===== config.mk =====
export PLATFORM = sky130hd
export DESIGN_NAME = sorted_record_list_top
export DESIGN_NICKNAME = d
export VERILOG_FILES = /design/src/rtl/srl_pkg.sv /design/src/rtl/sorted_record_list_top.sv /design/src/rtl/srl_cell.sv
export SDC_FILE = /design/constraint.sdc
export NUM_CORES = 2
export LEC_CHECK = 0
export BUFFER_PORTS_ARGS = -buffer_cell sky130_fd_sc_hd__buf_2
export CORE_UTILIZATION = 30
export DETAILED_ROUTE_END_ITERATION = 7
export PLACE_DENSITY = 0.54
export SLEW_MARGIN = 40
export SYNTH_ARGS = -nofsm -noshare
export SYNTH_HDL_FRONTEND = slang
export SYNTH_SLANG_ARGS = --single-unit

===== constraint.sdc =====
create_clock -name clk_i -period 12.2 [get_ports clk_i]
set_input_delay 3.05 -clock clk_i [delete_from_list [all_inputs] [get_ports clk_i]]
set_output_delay 3.05 -clock clk_i [all_outputs]
set_load 0.02 [all_outputs]

===== src/rtl/srl_pkg.sv =====
package srl_pkg;

  // Default number of records held by the list.
  localparam int unsigned CapacityDefault = 16;

  // Field widths of the words on both channels.
  localparam int unsigned KindW    = 3;
  localparam int unsigned KeyW     = 32;
  localparam int unsigned PayloadW = 32;
  localparam int unsigned CountW   = 5;

  // Command codes; the two codes left over are ignored commands.
  typedef enum logic [KindW-1:0] {
    KindAppend      = 3'd0,
    KindPrepend     = 3'd1,
    KindOrdered     = 3'd2,
    KindRemoveLast  = 3'd3,
    KindRemoveFirst = 3'd4,
    KindRemoveKey   = 3'd5
  } kind_e;

  // One stored record.
  typedef struct packed {
    logic signed [KeyW-1:0] key;
    logic [PayloadW-1:0]    payload;
  } srl_rec_t;

  // Input word.
  typedef struct packed {
    logic [KindW-1:0]       kind;
    logic signed [KeyW-1:0] key;
    logic [PayloadW-1:0]    payload;
  } srl_item_t;

  // Result word.
  typedef struct packed {
    logic              ok;
    logic [CountW-1:0] count;
    logic              full_res;
    logic              empty_res;
  } srl_res_t;

  // Command broadcast from the control logic to every cell.
  typedef struct packed {
    logic             go;
    logic [KindW-1:0] kind;
    srl_rec_t         rec;
  } srl_cmd_t;

endpackage


===== src/rtl/sorted_record_list_top.sv =====
// Fixed-capacity list of records (signed key plus payload) held in a row of
// Capacity cells, one record per cell. Each input word carries one command:
// append, prepend, insert in key order ahead of the first record whose key is
// not smaller, remove last, remove first, or remove the first record with a
// matching key. Every command is carried out as it is accepted and its result word is
// registered, so a new command is accepted in every cycle while the output is
// not stalled; the result word follows in the cycle after acceptance. The clock period
// is set by the mark chain, which ripples through all Capacity cells to find
// the insertion or removal point before the cells shift in the same edge.
// Records hold no reset value; only the entry count and the output valid flag are cleared by reset.
module sorted_record_list_top #(
  parameter int unsigned Capacity = srl_pkg::CapacityDefault
) (
  input  logic               clk_i,
  input  logic               rst_ni,
  input  logic               in_valid_i,
  output logic               in_stall_o,
  input  srl_pkg::srl_item_t in_data_i,
  output logic               out_valid_o,
  input  logic               out_stall_i,
  output srl_pkg::srl_res_t  out_data_o
);
  import srl_pkg::*;

  localparam int unsigned CntW = $clog2(Capacity + 1);

  logic [CntW-1:0] count_q;
  logic [CntW-1:0] count_d;
  logic [CntW-1:0] count_next;
  logic            out_valid_q;
  logic            out_valid_d;
  srl_res_t        out_q;
  srl_res_t        out_d;

  logic            accept;
  logic            full;
  logic            empty;
  logic            go;
  logic            ok;
  logic            found;
  srl_cmd_t        cmd;

  logic [Capacity-1:0] occupied;
  logic [Capacity:0]   mark_chain;
  srl_rec_t            rec_w [Capacity];

  // The output register is the only buffer; it frees up when its word is taken.
  assign in_stall_o = out_valid_q && out_stall_i;
  assign accept     = in_valid_i && !in_stall_o;

  assign full  = (count_q == CntW'(Capacity));
  assign empty = (count_q == '0);

  // Decide whether the command succeeds and what the count becomes.
  always_comb begin
    go         = 1'b0;
    ok         = 1'b0;
    count_next = count_q;
    case (in_data_i.kind)
      KindAppend, KindPrepend, KindOrdered: begin
        if (!full) begin
          go         = 1'b1;
          ok         = 1'b1;
          count_next = count_q + CntW'(1);
        end
      end
      KindRemoveLast: begin
        if (!empty) begin
          ok         = 1'b1;
          count_next = count_q - CntW'(1);
        end
      end
      KindRemoveFirst: begin
        if (!empty) begin
          go         = 1'b1;
          ok         = 1'b1;
          count_next = count_q - CntW'(1);
        end
      end
      KindRemoveKey: begin
        if (!empty) begin
          go = 1'b1;
          if (found) begin
            ok         = 1'b1;
            count_next = count_q - CntW'(1);
          end
        end
      end
      default: begin
        go = 1'b0;
      end
    endcase
  end

  // Command broadcast to the cells.
  assign cmd.go          = accept && go;
  assign cmd.kind        = in_data_i.kind;
  assign cmd.rec.key     = in_data_i.key;
  assign cmd.rec.payload = in_data_i.payload;

  assign mark_chain[0] = 1'b0;
  assign found         = mark_chain[Capacity];

  // The row of cells; each sees its neighbours' records.
  for (genvar g = 0; g < Capacity; g++) begin : g_cell
    srl_rec_t left_w;
    srl_rec_t right_w;

    assign occupied[g] = (count_q > CntW'(g));

    if (g == 0) begin : g_first
      assign left_w = cmd.rec;
    end else begin : g_inner_left
      assign left_w = rec_w[g-1];
    end

    if (g == Capacity - 1) begin : g_last
      assign right_w = rec_w[g];
    end else begin : g_inner_right
      assign right_w = rec_w[g+1];
    end

    srl_cell u_cell (
      .clk_i         (clk_i),
      .cmd_i         (cmd),
      .occupied_i    (occupied[g]),
      .mark_before_i (mark_chain[g]),
      .left_i        (left_w),
      .right_i       (right_w),
      .mark_o        (mark_chain[g+1]),
      .rec_o         (rec_w[g])
    );
  end

  // Result word and next control state.
  always_comb begin
    count_d         = accept ? count_next : count_q;
    out_d.ok        = ok;
    out_d.count     = CountW'(count_next);
    out_d.full_res  = (count_next == CntW'(Capacity));
    out_d.empty_res = (count_next == '0);
    out_valid_d     = accept ? 1'b1 : (out_valid_q && out_stall_i);
  end

  always_ff @(posedge clk_i or negedge rst_ni) begin
    if (!rst_ni) begin
      count_q     <= '0;
      out_valid_q <= 1'b0;
    end else begin
      count_q     <= count_d;
      out_valid_q <= out_valid_d;
    end
  end

  // Result payload register; loads only with a newly accepted word.
  always_ff @(posedge clk_i) begin
    if (accept) begin
      out_q <= out_d;
    end
  end

  assign out_valid_o = out_valid_q;
  assign out_data_o  = out_q;

  // The count never passes the capacity.
  a_count_bound: assert property (@(posedge clk_i) disable iff (!rst_ni)
    count_q <= CntW'(Capacity))
    else $error("entry count above capacity");

  // The count only moves when a word is accepted.
  a_count_idle: assert property (@(posedge clk_i) disable iff (!rst_ni)
    !accept |=> count_q == $past(count_q))
    else $error("entry count changed without a command");

  // An insert into a full list leaves the count alone and reports failure.
  a_full_insert: assert property (@(posedge clk_i) disable iff (!rst_ni)
    (accept && full && (in_data_i.kind == KindAppend ||
      in_data_i.kind == KindPrepend || in_data_i.kind == KindOrdered))
    |=> (count_q == $past(count_q)) && !out_q.ok)
    else $error("insert into full list was not refused");

endmodule


===== src/rtl/srl_cell.sv =====
module srl_cell (
  input  logic             clk_i,
  input  srl_pkg::srl_cmd_t cmd_i,
  input  logic             occupied_i,
  input  logic             mark_before_i,
  input  srl_pkg::srl_rec_t left_i,
  input  srl_pkg::srl_rec_t right_i,
  output logic             mark_o,
  output srl_pkg::srl_rec_t rec_o
);
  import srl_pkg::*;

  srl_rec_t rec_q;
  srl_rec_t rec_d;
  logic     mark_self;

  // This cell is the insertion point or the entry to be removed when it is the
  // first cell in the row to raise its mark.
  always_comb begin
    case (cmd_i.kind)
      KindAppend:      mark_self = !occupied_i;
      KindPrepend:     mark_self = 1'b1;
      KindOrdered:     mark_self = !(occupied_i &&
                                     ($signed(rec_q.key) < $signed(cmd_i.rec.key)));
      KindRemoveFirst: mark_self = occupied_i;
      KindRemoveKey:   mark_self = occupied_i && (rec_q.key == cmd_i.rec.key);
      default:         mark_self = 1'b0;
    endcase
  end

  assign mark_o = mark_before_i | mark_self;

  // Inserts shift the tail one place up; removals of the first record or of a key pull it one place down.
  always_comb begin
    rec_d = rec_q;
    if (cmd_i.go) begin
      case (cmd_i.kind)
        KindAppend, KindPrepend, KindOrdered: begin
          if (mark_before_i) begin
            rec_d = left_i;
          end else if (mark_self) begin
            rec_d = cmd_i.rec;
          end
        end
        KindRemoveFirst, KindRemoveKey: begin
          if (mark_o) begin
            rec_d = right_i;
          end
        end
        default: rec_d = rec_q;
      endcase
    end
  end

  always_ff @(posedge clk_i) begin
    rec_q <= rec_d;
  end

  assign rec_o = rec_q;

endmodule


# Word-level counts from Yosys, hierarchy flattened
# Index checks and enable logic that the tools add are counted.
# classes
n_addsub,2
order_cmp,32
eq_ne,53
muxes,89
bitwise,15
n_reduce_logical,92
# ops
operator,n
$mux W64,46
$pmux W64 S2,15
$eq A32 B32 Y1,16
$lt A32 B32 Y1,16
$pmux W1 S5,16
$reduce_and A4 Y1,15
$ne A3 B1 Y1 const B,14
$gt A5 B4 Y1 const B,8
$logic_and A1 B1 Y1,35
$logic_not A1 Y1,33
$ne A2 B1 Y1 const B,16
$gt A5 B3 Y1 const B,4
$mux W5,4
$or A1 B1 Y1,15
$pmux W5 S3,1
$eq A5 B5 Y1 const B,2
$gt A5 B1 Y1 const B,2
$gt A5 B2 Y1 const B,2
$logic_not A5 Y1,2
$eq A3 B2 Y1 const B,2
$eq A3 B3 Y1 const B,2
$add A5 B1 Y5 const B,1
$mux W1,5
$sub A5 B1 Y5 const B,1
other kinds (8),10
# word_totals
regBits,1038
input_bits,71
out_inout_bits,10
wordCells,321

# Logic depth before layout (Yosys ltp)
# depth
depth_word,23
depth_mapped,18
mapped_depth_nobuf,14

# By module
# Synthesis repeated with hierarchy kept, for this count alone.
# hier_totals
cells_unflattened,6671
area_unflattened_um2,67943.9
# by_module_without_submodules
mod,instances,cells_per_inst,area_each_um2,seq_area_each_um2
srl_cell at g_cell[0].u_cell ...,13,409,4172.8,1921.8
srl_cell at g_cell[7].u_cell ...,3,409,4185.3,1921.8
sorted_record_list_top,1,127,1142.3,390.4

# Least setup slack after synthesis
# No wires, ideal clock.
# synth_path
path_kind,input-to-reg
start,input in_data_i[51] (netlist name)
end,register g_cell[0].u_cell.rec_q (netlist bit g_cell[0].u_cell.rec_o[32]) (enable)
setup_time_ns,0.502
t_arrival_ns,8.013
required_time_ns,11.698
path_slack_ns,3.686
path_stages,8
path_buffers,0
cell_sequence,inv_1 > ha_1 > a21oi_1 > o21ai_1 > a221o_1 > a2111oi_2 > a2111oi_2 > nor4_1
# synth_between
elab_chain_len,6
word_cells_on_any_way,9
cone_classes,order compare (1); eq/ne (3); mux (1); reduce/logical (4)
# synth_rtl
item,line,rtl
start: declaration,sorted_record_list_top.sv:18,"input srl_pkg::srl_item_t in_data_i,"
$lt A32 B32 Y1,srl_cell.sv:24,($signed(rec_q.key) < $signed(cmd_i.rec.key)));
$logic_and A1 B1 Y1,srl_cell.sv:23,KindOrdered: mark_self = !(occupied_i &&
$logic_not A1 Y1,srl_cell.sv:23,
$pmux W1 S5 (*),srl_cell.sv:20,case (cmd_i.kind)
$ne A2 B1 Y1 (no line),n/a,
$reduce_and A4 Y1 (no line) (*),n/a,
end signal: assignment,srl_cell.sv:56,rec_q <= rec_d;
end: declaration,srl_cell.sv:13,srl_rec_t rec_q;
# Mark *: on every way between the ends. The rest lies on a longest branch, timed or not.
# A chain may end at the register's enable or synchronous reset.

# Worst setup path in the final report
# layout_path
start,input in_data_i[63] (netlist name)
end,register g_cell[14].u_cell.rec_q (netlist bit g_cell[14].u_cell.rec_o[59]) (enable)
# layout_between
elab_chain_len,20
word_cells_on_any_way,107
cone_classes,order compare (15); eq/ne (17); mux (15); bitwise (14); reduce/logical (46)
# layout_rtl
item,line,rtl
$lt A32 B32 Y1,srl_cell.sv:24,
$logic_and A1 B1 Y1,srl_cell.sv:23,
$logic_not A1 Y1,srl_cell.sv:23,
$pmux W1 S5,srl_cell.sv:20,
$or A1 B1 Y1 (14 in series),srl_cell.sv:31,assign mark_o = mark_before_i | mark_self;
$ne A2 B1 Y1 (no line),n/a,
$reduce_and A4 Y1 (no line) (*),n/a,
end signal: assignment,srl_cell.sv:56,
end: declaration,srl_cell.sv:13,
# Marked as above.

==> flow_metrics.tcl <==
set metrics [dict create \
    dieHeight_um 362 \
    syn_area_per_cell_sq_um 9.84 \
    critical-path-slowest-cell "nor2_8" \
    cts.sinks 526 \
    cp_top_family "simple AND/OR/NAND/NOR gates" \
    grt_busiest_layer "met2" \
    synth_top_area_share_pct 40.2 \
    post-dp-hpwl_um 90600 \
    reg2reg_depth 13 \
    p_int_mw 3.88 \
    endpoint_kind "flop" \
    start_kind "input port" \
    whs_endpoint "out_valid_o$_DFF_PN0_" \
    route.detailed.wl_per_inst_um 20.8 \
    synth_edf_count 520 \
    core_area_sq_um 128000 \
    post-route-period-util_pct 71.9 \
    vias 30052 \
    dr.pass1.iters 5 \
    finalSetupTns_ns 0 \
    dieArea_sq_um 131000 \
    synth_area_leaders "edfxtp_1, ha_1, mux2i_1" \
    post_cts_resized 0 \
    clkLatencyLatePin_ns 0.64 \
    io_pins 81 \
    nets 4513 \
    globalRouteMet2Util_pct 28.4 \
    clk_path_buf_depth 3 \
    r2r-start "g_cell[1].u_cell.rec_o[63]$_DFFE_PP_" \
    whs_ns 0.540 \
    drive_gt1_share_pct 7.10 \
    avgViaCountPerCell 5.27 \
    min_path_type "reg2reg" \
    postLayoutCoreUtil_pct 34.0 \
    cp_cell_sequence "buf_2 > inv_1 > buf_4 > ha_1 > nand4_1 > nor4_2 > o41ai_1 > a2111oi_0 > nor3_1 > and4bb_2 > a41oi_4 > nor3_2 > nand2_4 > nor2_8 > nor2_4 > buf_4" \
    path_buf_inv 4 \
    p_leak_nw 17.0 \
    powerDensity_nw_per_um2 134 \
    seqPwrFrac_pct 40.8 \
    synth_top_family_by_area "adder cells" \
    antenna_left 0 \
    slew_violations 0 \
    critPathMaxFanout 33 \
    cp_data_required_time_ns 12.55 \
    whs_path_depth 2 \
    path_clk_slew_ns 0.06 \
    synth-seq-cells 526 \
    synth_cell_types 84 \
    power.switching_mw 1.94 \
    synth_nets 4534 \
    synthSimpleGateAreaFrac_pct 12.9 \
    ir_worst_vdd_mv 0.102 \
    grt_overflow_total 0 \
    yosys.area_share.adder_pct 16.7 \
    drt-total-wl_um 119000 \
    dr.first_iter.drc_count 2452 \
    grt_start_max_net_pins 248 \
    synthCells 3946 \
    area_growth_syn_to_layout_pct 12.0 \
    pwr-share-clk_pct 32.2 \
    worst_clock_skew_ns 0.0330 \
    cts_tree "built" \
    async_reset_ff_share_pct 1.14 \
    synth_xor_area_share_pct 0.0902 \
    layoutNonFillerInstCount 5702 \
    timing.fmax_ghz 0.114 \
    grt_pass1_vias 29444 \
    gp_congestion 0.918 \
    reg2reg_slack_ns 6.04 \
    use_met3_pct 2.90 \
    ys.flop_type "edfxtp_1" \
    initial_utilization_pct 30.3 \
    grtUsageMet1_pct 24.1 \
    grt_pass1_wl_um 181000 \
    drv_cap 0 \
    layout_commonest_cell "nand2_1" \
    cts_hold_buf 0 \
    max_slew_margin_pct 37.8 \
    tightest_slew_ns 0.933 \
    grtUsageTotal_pct 17.8 \
    muxShareOfSynthArea_pct 10.5 \
    worst-endpoint-arrival_ns 9.13 \
    min_from "out_valid_o$_DFF_PN0_" \
    synth_compound_area_share_pct 16.0 \
    mostFrequentLayoutCells "nand2_1, edfxtp_1, ha_1" \
    critPathMostFrequentCell "buf_4" \
    post-cts-setup-buffer-count 0 \
    hold_violations 0 \
    run_status "finished, final reports clean" \
    row_count 131 \
    antenna_found_initial 5 \
    syn_area_sq_um 38800 \
    cts-root-buf "clkbuf_16" \
    drc 0 \
    path_class "in2reg" \
    p_sw_share_pct 33.3 \
    rr_endpoint "g_cell[14].u_cell.rec_o[59]$_DFFE_PP_" \
    numPortBuffers 48 \
    synth_seq_area_share_pct 40.6 \
    layout_min_cycle_time_ns 8.78 \
    yosysTopAreaCell "edfxtp_1" \
    slowest_delay_ns 0.78 \
    dpl.cell_count 5581 \
    cts_buffers 68 \
    die_w_um 362 \
    ys_warn_count 0 \
    rsz0062_at_grt "no" \
    pwr-share-comb_pct 27.0 \
    htreeDepth 3 \
    setup_viol 0 \
]
## registers in the layout (all words and copies together), names as in the netlist
signal	flops
count_q	5
out_data_o	8
out_valid_o	1
g_cell.u_cell.rec_o	512
## worst register-to-register path: cells and delay by family (launching register included)
family | cells | cell delay, ns
simple gates | 8 | 3.65
fa+ha+maj | 1 | 0.42
buf+inv | 1 | 0.32
compound gates | 3 | 1.06
flops | 1 | 0.43
## metal layers
layer  vias to the layer above  routed length [um]
met5                         -                  17
met2                       695               53400
met3                       169                6130
li1                      14845                   -
met4                         4                4150
met1                     14339               54900
## power groups by stage
stage,combinational (mW),clock [mW],sequential (mW)
after CTS,1.56,1.93,2.37
after detailed placement,1.55,0,2.41
after global placement,1.48,0,2.41
final,1.57,1.88,2.38
after global routing,1.74,1.99,2.40
after floorplan,1.14,0,2.34
## Yosys cell counts (5+ instances only)
cell type	n
a2111oi_0	9
a211oi_1	23
a21o_1	64
a21oi_1	269
a221oi_1	10
a31o_2	5
a31oi_1	18
and2_1	5
and3_1	10
and4_1	14
buf_2	27
buf_4	15
buf_6	9
clkbuf_1	164
dfrtp_1	6
edfxtp_1	520
ha_1	517
inv_1	84
mux2_1	29
mux2_2	10
mux2i_1	362
nand2_1	590
nand2b_1	20
nand3_1	50
nand3b_1	5
nand4_1	90
nor2_1	189
nor2b_1	21
nor3_1	46
nor4_1	19
o2111ai_1	6
o211ai_1	23
o21a_1	18
o21ai_0	513
o21ai_1	62
o21bai_1	7
o22ai_1	6
o31ai_1	9
o41ai_1	6
or3_1	8
or4_1	6
## cells by family (layout without fill, tap and decap cells)
logic type,after synthesis,in the layout
other,0,1
AO/OA/AOI/OAI,1093,1093
adder cells (fa/ha/maj),517,517
buffers and inverters,305,331
multiplexers,401,401
flip-flops,526,526
AND/OR/NAND/NOR,1100,1100
XOR/XNOR,4,4
## through the flow
step / power [mW] / setup WS (ns) / cell area, sq um
finish: 5.83 / 3.42 / 43500
global route: 6.12 / 3.05 / 43500
CTS: 5.86 / 3.39 / 43400
detailed placement: 3.97 / 2.73 / 41500
global placement: 3.89 / 2.40 / 40900
floorplan: 3.47 / 3.69 / 38800
## layout make-up
cell class	instances	area, sq um
Tap cell	1729	2160
Sequential cell	526	15800
Clock buffer	90	1850
Inverter	86	323
Multi-Input combinational cell	3115	22000
Antenna cell	1	2.50
Fill cell	13072	84500
Timing Repair Buffer	128	1260
Clock inverter	27	124
## worst max-delay path by stage
| stage | from | end | slack [ns] | depth (start not counted) |
|---|---|---|---|---|
| after global placement | in_data_i[63] | g_cell[5].u_cell.rec_o[35]$_DFFE_PP_ | 2.40 | 15 |
| after CTS | in_data_i[47] | g_cell[14].u_cell.rec_o[60]$_DFFE_PP_ | 3.39 | 17 |
| after floorplan | in_data_i[51] | g_cell[0].u_cell.rec_o[32]$_DFFE_PP_ | 3.69 | 8 |
| after global routing | in_data_i[47] | g_cell[14].u_cell.rec_o[60]$_DFFE_PP_ | 3.05 | 17 |
| final | in_data_i[63] | g_cell[14].u_cell.rec_o[59]$_DFFE_PP_ | 3.42 | 16 |
| after detailed placement | in_data_i[47] | g_cell[14].u_cell.rec_o[57]$_DFFE_PP_ | 2.73 | 17 |
(Power assumes the default switching activity.)
